$ cat src/rtl/scq_pkg.sv
// ----------------------------------------------------------------------------
// Stereo quadrature chorus package
// Shared widths, register indexes, reset values, sequencer states and the
// quarter-wave sine generator used to build the lane tables.
// ----------------------------------------------------------------------------
package scq_pkg;

    localparam int DELAY_DEPTH_DEF  = 2048;
    localparam int SAMPLE_BITS_DEF  = 24;
    localparam int SINE_ENTRIES_DEF = 1024;

    localparam int DEPTH_W     = 19;
    localparam int PERIOD_W    = 24;
    localparam int STEP_W      = 25;
    localparam int WET_W       = 16;
    localparam int THETA_W     = 24;
    localparam int FRAC_W      = 24;
    localparam int LFO_W       = 16;
    localparam int SINE_W      = 15;
    localparam int CFG_INDEX_W = 3;
    localparam int CFG_DATA_W  = 25;

    localparam logic [CFG_INDEX_W-1:0] REG_DEPTH_LEFT  = 3'd0;
    localparam logic [CFG_INDEX_W-1:0] REG_DEPTH_RIGHT = 3'd1;
    localparam logic [CFG_INDEX_W-1:0] REG_LFO_PERIOD  = 3'd2;
    localparam logic [CFG_INDEX_W-1:0] REG_LFO_STEP    = 3'd3;
    localparam logic [CFG_INDEX_W-1:0] REG_WET_MIX     = 3'd4;

    localparam logic [DEPTH_W-1:0]  DEPTH_RST  = 19'd122880;
    localparam logic [PERIOD_W-1:0] PERIOD_RST = 24'd48000;
    localparam logic [STEP_W-1:0]   STEP_RST   = 25'd350;
    localparam logic [WET_W-1:0]    WET_RST    = 16'd16384;

    // Unity gain in Q1.15, also the midpoint of the unipolar LFO.
    localparam logic [WET_W-1:0]   WET_ONE      = 16'd32768;
    localparam logic [LFO_W-1:0]   LFO_MID      = 16'd32768;
    localparam logic [THETA_W-1:0] QUARTER_TURN = 24'h400000;

    typedef enum logic [3:0] {
        ST_IDLE,
        ST_THETA,
        ST_SINE,
        ST_PROD,
        ST_ADDR,
        ST_RDA,
        ST_RDB,
        ST_INTERP,
        ST_DELAYED,
        ST_MIX,
        ST_SUM
    } scq_state_t;

    typedef struct packed {
        scq_state_t           state;
        logic                 advance;
        logic [THETA_W-1:0]   theta;
    } scq_ctrl_t;

    // Sine magnitude in Q0.15 for a first-quadrant angle r in Q0.30 of a
    // quarter turn. Taylor series in Q30, rounded half up. Elaboration only.
    function automatic logic [SINE_W-1:0] sine_mag(input logic [63:0] r);
        logic [63:0] q30_one;
        logic [63:0] half_pi;
        logic [63:0] x;
        logic [63:0] x2;
        logic [63:0] t;
        logic [63:0] s;
        q30_one = 64'd1073741824;
        half_pi = 64'd1686629713;
        x  = (r * half_pi) >> 30;
        x2 = (x * x) >> 30;
        t  = q30_one;
        t  = q30_one - ((x2 * t) >> 30) / 64'd110;
        t  = q30_one - ((x2 * t) >> 30) / 64'd72;
        t  = q30_one - ((x2 * t) >> 30) / 64'd42;
        t  = q30_one - ((x2 * t) >> 30) / 64'd20;
        t  = q30_one - ((x2 * t) >> 30) / 64'd6;
        s  = (x * t) >> 30;
        s  = (s + 64'd16384) >> 15;
        if (s > 64'd32767) begin
            s = 64'd32767;
        end
        return s[SINE_W-1:0];
    endfunction

endpackage

$ cat src/rtl/scq_seq.sv
// ----------------------------------------------------------------------------
// Chorus sequencer
// Steps both lanes through one request, and owns the LFO phase, the delay
// line write pointer and the fill count.
// ----------------------------------------------------------------------------
module scq_seq #(
    parameter int DELAY_DEPTH = scq_pkg::DELAY_DEPTH_DEF
) (
    input  logic                              aclk,
    input  logic                              aresetn,
    input  logic                              in_valid,
    input  logic                              out_free,
    input  logic [scq_pkg::PERIOD_W-1:0]      lfo_period,
    input  logic [scq_pkg::THETA_W-1:0]       lfo_step,
    output logic                              in_ready,
    output scq_pkg::scq_ctrl_t                ctrl,
    output logic [$clog2(DELAY_DEPTH)-1:0]    wr_pos,
    output logic [$clog2(DELAY_DEPTH+1)-1:0]  fill
);

    localparam int ADDR_W  = $clog2(DELAY_DEPTH);
    localparam int FILL_W  = $clog2(DELAY_DEPTH + 1);
    localparam int THETA_W = scq_pkg::THETA_W;
    localparam int PHASE_W = scq_pkg::PERIOD_W;

    localparam logic [ADDR_W-1:0] ADDR_LAST = ADDR_W'(DELAY_DEPTH - 1);
    localparam logic [FILL_W-1:0] FILL_FULL = FILL_W'(DELAY_DEPTH);

    scq_pkg::scq_state_t     state_reg, state_next;
    logic [PHASE_W-1:0]      phase_reg, phase_next;
    logic [THETA_W-1:0]      theta_reg, theta_next;
    logic [ADDR_W-1:0]       wr_pos_reg, wr_pos_next;
    logic [FILL_W-1:0]       fill_reg, fill_next;

    logic                    advance;
    logic [2*THETA_W-1:0]    theta_prod;
    logic [PHASE_W:0]        phase_inc;

    assign theta_prod = (2*THETA_W)'(phase_reg) * (2*THETA_W)'(lfo_step);
    assign phase_inc  = {1'b0, phase_reg} + (PHASE_W+1)'(1);

    always_ff @(posedge aclk) begin
        if (!aresetn) begin
            state_reg  <= scq_pkg::ST_IDLE;
            phase_reg  <= '0;
            theta_reg  <= '0;
            wr_pos_reg <= '0;
            fill_reg   <= '0;
        end else begin
            state_reg  <= state_next;
            phase_reg  <= phase_next;
            theta_reg  <= theta_next;
            wr_pos_reg <= wr_pos_next;
            fill_reg   <= fill_next;
        end
    end

    always_comb begin
        state_next  = state_reg;
        phase_next  = phase_reg;
        theta_next  = theta_reg;
        wr_pos_next = wr_pos_reg;
        fill_next   = fill_reg;
        advance     = 1'b0;
        unique case (state_reg)
            scq_pkg::ST_IDLE: begin
                if (in_valid) begin
                    state_next = scq_pkg::ST_THETA;
                end
            end
            scq_pkg::ST_THETA: begin
                theta_next = theta_prod[THETA_W-1:0];
                state_next = scq_pkg::ST_SINE;
            end
            scq_pkg::ST_SINE:    state_next = scq_pkg::ST_PROD;
            scq_pkg::ST_PROD:    state_next = scq_pkg::ST_ADDR;
            scq_pkg::ST_ADDR:    state_next = scq_pkg::ST_RDA;
            scq_pkg::ST_RDA:     state_next = scq_pkg::ST_RDB;
            scq_pkg::ST_RDB:     state_next = scq_pkg::ST_INTERP;
            scq_pkg::ST_INTERP:  state_next = scq_pkg::ST_DELAYED;
            scq_pkg::ST_DELAYED: state_next = scq_pkg::ST_MIX;
            scq_pkg::ST_MIX:     state_next = scq_pkg::ST_SUM;
            scq_pkg::ST_SUM: begin
                // The request retires only when the output register can take it.
                if (out_free) begin
                    advance     = 1'b1;
                    state_next  = scq_pkg::ST_IDLE;
                    wr_pos_next = (wr_pos_reg == ADDR_LAST) ? '0 : wr_pos_reg + ADDR_W'(1);
                    if (fill_reg != FILL_FULL) begin
                        fill_next = fill_reg + FILL_W'(1);
                    end
                    if (phase_inc > {1'b0, lfo_period}) begin
                        phase_next = '0;
                    end else begin
                        phase_next = phase_inc[PHASE_W-1:0];
                    end
                end
            end
            default: state_next = scq_pkg::ST_IDLE;
        endcase
    end

    assign in_ready      = (state_reg == scq_pkg::ST_IDLE);
    assign ctrl.state    = state_reg;
    assign ctrl.advance  = advance;
    assign ctrl.theta    = theta_reg;
    assign wr_pos        = wr_pos_reg;
    assign fill          = fill_reg;

    a_fill_bound: assert property (@(posedge aclk) disable iff (!aresetn)
        fill_reg <= FILL_FULL)
        else $error("delay line fill count beyond the line length");

    a_fill_tracks_ptr: assert property (@(posedge aclk) disable iff (!aresetn)
        (fill_reg != FILL_FULL) |-> (FILL_W'(wr_pos_reg) == fill_reg))
        else $error("write pointer and fill count disagree before the line is full");

    a_idle_holds: assert property (@(posedge aclk) disable iff (!aresetn)
        ((state_reg == scq_pkg::ST_IDLE) && !in_valid)
            |=> ($stable(wr_pos_reg) && $stable(phase_reg) && $stable(fill_reg)))
        else $error("pointer or phase moved without a completed request");

endmodule

$ cat config.mk
export PLATFORM = sky130hd
export DESIGN_NAME = scq_seq
export DESIGN_NICKNAME = d
export VERILOG_FILES = /design/src/rtl/scq_pkg.sv /design/src/rtl/scq_seq.sv
export SDC_FILE = /design/constraint.sdc
export NUM_CORES = 1
export LEC_CHECK = 0
export BUFFER_PORTS_ARGS = -buffer_cell sky130_fd_sc_hd__buf_2
export CORE_ASPECT_RATIO = 2
export CORE_MARGIN = 1.5
export CORE_UTILIZATION = 40
export CTS_CLUSTER_SIZE = 10
export DETAILED_ROUTE_END_ITERATION = 8
export HOLD_SLACK_MARGIN = 0.08
export SETUP_SLACK_MARGIN = 0.02
export SYNTH_ARGS = -nofsm -noshare
export SYNTH_HDL_FRONTEND = slang
export SYNTH_SLANG_ARGS = --single-unit
$ cat constraint.sdc
create_clock -name aclk -period 7.1 [get_ports aclk]
set_input_delay 0.71 -clock aclk [delete_from_list [all_inputs] [get_ports aclk]]
set_output_delay 0.71 -clock aclk [all_outputs]
set_load 0.03 [all_outputs]
Word level (Yosys, flattened, before mapping)
Index checks and enable logic that the tools add are counted.
W data, S select, Z words.
{"block": "word_totals", "reg_bits": 75, "output_inout_bits": 53, "elab_cells": 35}
{"block": "classes", "add_sub_neg": 3, "mul": 1, "magnitude_cmp": 1, "eq_ne": 14, "n_mux": 7, "n_reduce_logical": 4}
{"op": "$pmux W4 S11", "n": 1}
{"op": "$add A24 B1 Y25 const B", "n": 1}
{"op": "$gt A25 B24 Y1", "n": 1}
{"op": "$mul A24 B24 Y24", "n": 1}
{"op": "$mux W24", "n": 1}
{"op": "$eq A4 B3 Y1 const B", "n": 4}
{"op": "$add A12 B1 Y12 const B", "n": 1}
{"op": "$eq A4 B4 Y1 const B", "n": 3}
{"op": "$ne A12 B12 Y1 const B", "n": 1}
{"op": "$add A11 B1 Y11 const B", "n": 1}
{"op": "$eq A11 B11 Y1 const B", "n": 1}
{"op": "$mux W11", "n": 1}
{"op": "$eq A4 B2 Y1 const B", "n": 2}
{"op": "$mux W4", "n": 2}
{"op": "$eq A4 B1 Y1 const B", "n": 1}
{"op": "$logic_not A4 Y1", "n": 1}
{"op": "$ne A2 B2 Y1 const B", "n": 2}
{"op": "$reduce_and A2 Y1", "n": 2}
{"op": "$reduce_and A3 Y1", "n": 1}
{"op": "$mux W1", "n": 2}

Logic depth before layout (Yosys ltp)
{"block": "logic_depth", "word_depth": 3, "ltp_mapped": 25, "depth_no_buf": 23}

Worst setup path after synthesis
No wires, ideal clock.
{"block": "synth_path", "path_kind": "in2reg", "start": "input lfo_step[4] (netlist name)", "end": "register theta_reg[20]", "arrival_time_ns": 6.418, "required_time_ns": 6.978, "setup_slack_ns": 0.559, "path_stages": 24, "cell_sequence": "clkbuf_1 > clkbuf_1 > nand2_1 > fa_1 > inv_1 > fa_1 > inv_1 > fa_1 > inv_1 > ha_1 > fa_1 > inv_1 > fa_1 > fa_1 > inv_1 > ha_1 > a21o_1 > a211oi_1 > o21ai_0 > a41oi_2 > o21ai_1 > o31ai_1 > xor2_1 > o21ai_0"}
{"block": "synth_via", "elab_chain_len": 1}
{"item": "from (decl)", "line_no": "scq_seq.sv:14", "text": "input logic [scq_pkg::THETA_W-1:0] lfo_step,"}
{"item": "$mul A24 B24 Y24", "line_no": "scq_seq.sv:39", "text": "assign theta_prod = (2*THETA_W)'(phase_reg) * (2*THETA_W)'(lfo_step);"}
{"item": "to (signal assigned)", "line_no": "scq_seq.sv:52", "text": "theta_reg <= theta_next;"}
{"item": "to (decl)", "line_no": "scq_seq.sv:31", "text": "logic [THETA_W-1:0] theta_reg, theta_next;"}
No other way between the ends.
A chain may end at the register's enable or synchronous reset.

Final worst setup path
{"block": "layout_path", "start": "register phase_reg[12]", "end": "register theta_reg[23]"}
{"block": "layout_via", "elab_chain_len": 1}
{"item": "from (decl)", "line_no": "scq_seq.sv:30", "text": "logic [PHASE_W-1:0] phase_reg, phase_next;"}
{"item": "from (signal assigned)", "line_no": "scq_seq.sv:51", "text": "phase_reg <= phase_next;"}
{"item": "$mul A24 B24 Y24", "line_no": "scq_seq.sv:39"}
No other way between the ends.

==> flow_metrics.py <==
metrics = {
    "final_layout": {
        "mostFrequentLayoutCells": "inv_1 (325), nand2_1 (238), fa_1 (213), and2_1 (152), ha_1 (111)",
        "drive_gt1_share_pct": 9.74,
        "layout_commonest_cell": "inv_1",
        "antenna_cells": 0,
        "syn2layout_area_growth_pct": 9.65,
        "fin_nets": 2046,
    },
    "synthesis": {
        "yosys.cell_types.count": 57,
        "ys_ff_latch": 75,
        "synth-edff-count": 0,
        "syn_area_um2": 13300,
        "yosysSeqAreaShare_pct": 11.3,
        "netlist_instances": 1607,
        "yosysWarnings": 0,
        "synth_async_sr_flop_share_pct": 0,
        "synthFlopType": "dfxtp_1",
        "synth_fp_nets": 1983,
        "syn_area_per_cell_um2": 8.25,
    },
    "pwr": {
        "p_seq_share_pct": 40.5,
        "internal_power_uw": 795,
        "clkPwrFrac_pct": 49.5,
        "p_leak_uw": 0.00731,
        "p_per_area_nw_per_um2": 73.5,
        "peakVddDrop_mv": 0.172,
        "p_sw_uw": 272,
        "combPwrFrac_pct": 10.0,
        "switching_share_pct": 25.5,
    },
    "worst_setup_path": {
        "r2r_slack_ps": 470,
        "worst_setup_path_start_kind": "flip-flop",
        "reg2regPathDepth": 21,
        "crit_fanout": 16,
        "cp.arrival_ps": 6830,
        "crit_type": "flip-flop to flip-flop",
        "path_cells": "and2_1 -> fa_1 -> inv_1 -> fa_1 -> fa_1 -> fa_1 -> fa_1 -> inv_1 -> fa_1 -> inv_1 -> fa_1 -> inv_1 -> ha_1 -> a21o_1 -> a211oi_1 -> nand3_1 -> o21ai_1 -> nor2_1 -> a221oi_1 -> xnor2_1 -> a21oi_1",
        "crit_path_max_incr_delay_ps": 820,
        "endpoint_kind": "flip-flop",
        "cp.required_ps": 7300,
        "crit_top_cell": "fa_1",
        "r2r-end": "theta_reg[23]",
        "reg2reg_from": "phase_reg[12]",
        "cp_slowest_cell": "dfxtp_1",
    },
    "sta": {
        "setup_viol": 0,
        "setup_ws_ps": 473,
        "relSlewSlack_pct": 41.4,
        "setup_tns_ps": 0,
        "grt_setup_unrepaired": "false",
        "fmax_ghz": 0.151,
        "layout_min_cycle_time_ps": 6630,
        "post-route-period-util_pct": 93.3,
        "tightest_slew_ps": 878,
        "hold_viol": 0,
        "finalClockSkew_ps": 7.11,
        "maxSlewViolCount": 0,
    },
    "place": {
        "pre_cts_ws_ps": 163,
        "gp_congestion": 0.927,
        "dp_hpwl_um": 30700,
        "port_buffers": 104,
    },
    "floorplanning": {
        "die_h_um": 260,
        "die-area_um2": 34300,
        "dieWidth_um": 132,
        "core_area_um2": 32800,
        "pin_count": 105,
        "num_rows": 94,
        "start_util_pct": 40.4,
    },
    "global_routing": {
        "overflow": 0,
        "grt_max_degree": 50,
        "grt_pass1_vias": 11500,
        "antenna_found_initial": 1,
        "grt_pass1_wl_um": 59700,
        "grt_usage_pct": 22.4,
    },
    "detailed_routing": {
        "drtAntennaViolNets": 0,
        "drt_first_pass_iters": 5,
        "routedWlPerCell_um": 17.2,
        "drt_iter0_drc": 346,
        "vias": 10600,
        "route.detailed.drc": 0,
        "wl_um": 36300,
        "vias_per_cell": 5.04,
    },
    "status": {
        "status": "finished, final reports clean",
    },
    "worst_hold_path": {
        "hp-start": "theta_reg[9]",
        "hold_depth": 2,
        "hold_path_class": "flip-flop to flip-flop",
        "hold_end": "theta_reg[9]",
    },
    "flow_run": {
        "maxCapViolCount": 0,
    },
    "cts": {
        "cts_root_buffer": "clkbuf_16",
        "cts.hold.buffers_added": 0,
        "cts.sinks": 75,
        "cts_max_level": 3,
        "post_cts_resized": 0,
        "clock_latency_ps": 350,
        "cts_tree": "built",
        "clockBufferDepth": 2,
        "post_cts_buffers": 0,
        "clkTransAtPathRegs_ps": 60,
        "cts_buffers": 9,
    },
}
stage by stage:
step / utilization, % / cells / area, µm² / hold WS, ps / power (µW)
floorplan: - / 1607 / 13300 / 474 / 503
global placement: 43.3 / 2091 / 14200 / 439 / 547
detailed placement: 43.3 / 2091 / 14200 / 441 / 549
CTS: 44.3 / 2106 / 14500 / 450 / 1080
global route: 44.3 / 2106 / 14500 / 478 / 1100
finish: 44.3 / 2106 / 14500 / 447 / 1070
how the worst max path moves through the flow:
stage	depth (start not counted)	end	startpoint
after floorplan	24	theta_reg[20]	lfo_step[4]
after global placement	22	theta_reg[23]	lfo_step[7]
after detailed placement	22	theta_reg[23]	lfo_step[6]
after CTS	21	theta_reg[23]	phase_reg[12]
after global routing	21	theta_reg[23]	phase_reg[12]
final	21	theta_reg[23]	phase_reg[12]
worst max-delay path, delay by kind of cell (launching register included):
family | cells | cell delay [ps]
compound gates | 5 | 1030
xor+xnor | 1 | 160
fa+ha+maj | 8 | 3710
simple gates | 3 | 450
buf+inv | 4 | 280
flops | 1 | 820
per-layer routing:
metal	GRT usage (%)	up-vias	share of wire [%]
met5	0	-	0.036
met4	14.6	2	6.6
met3	2.18	87	3.3
met2	42.6	258	55
met1	23.2	5278	35
li1	-	4992	-
power by group through the flow:
stage | clock, µW | combinational (µW) | sequential (µW)
6_report | 528 | 107 | 432
5_1_grt | 553 | 118 | 433
4_1_cts | 541 | 108 | 432
3_5_place_dp | 0 | 108 | 442
3_3_place_gp | 0 | 105 | 442
2_1_floorplan | 0 | 53.5 | 450
layout make-up:
type                            count  area (µm²)
Timing Repair Buffer              138         776
Sequential cell                    75        1500
Inverter                          326        1220
Clock inverter                      5         103
Multi-Input combinational cell   1120       10200
Clock buffer                       10         229
Tap cell                          432         541
Fill cell                        3306       18300
synth_stat cells, types with 2 or more instances:
| cell type | n | share of area (%) |
|---|---|---|
| a21o_1 | 16 | 0.91 |
| buf_4 | 3 | 0.17 |
| nor3_1 | 16 | 0.60 |
| xor2_1 | 32 | 2.1 |
| or3_1 | 8 | 0.38 |
| dfxtp_1 | 75 | 11 |
| and3_1 | 8 | 0.38 |
| o21bai_1 | 2 | 0.11 |
| fa_1 | 213 | 32 |
| o21a_1 | 2 | 0.11 |
| nand4_1 | 17 | 0.80 |
| a211oi_1 | 6 | 0.34 |
| a221oi_1 | 2 | 0.13 |
| nor4b_1 | 5 | 0.33 |
| a21oi_1 | 53 | 2.0 |
| inv_1 | 325 | 9.2 |
| nor2_1 | 45 | 1.3 |
| buf_6 | 3 | 0.25 |
| nand3_1 | 40 | 1.5 |
| o41ai_1 | 2 | 0.13 |
| o22ai_1 | 3 | 0.14 |
| clkbuf_1 | 66 | 1.9 |
| buf_2 | 10 | 0.38 |
| o21ai_0 | 25 | 0.94 |
| o31ai_1 | 4 | 0.23 |
| a31oi_1 | 11 | 0.52 |
| xnor2_1 | 67 | 4.4 |
| buf_1 | 4 | 0.11 |
| ha_1 | 111 | 10 |
| and2_1 | 152 | 7.2 |
| nor4_1 | 3 | 0.14 |
| nand2b_1 | 4 | 0.19 |
| o21ai_1 | 7 | 0.26 |
| nor2b_1 | 7 | 0.33 |
| nand2_1 | 238 | 6.7 |
cell families after synthesis:
| logic type | after synthesis | synth area share (%) |
|---|---|---|
| DFF | 75 | 11.3 |
| xor gates and xnor gates | 101 | 6.84 |
| adders and majority gates | 324 | 42.7 |
| and+or+nand+nor | 554 | 20.6 |
| AOI/OAI and AO/OA | 141 | 6.52 |
| buffers and inverters | 412 | 12.0 |
(Power assumes the default switching activity.)
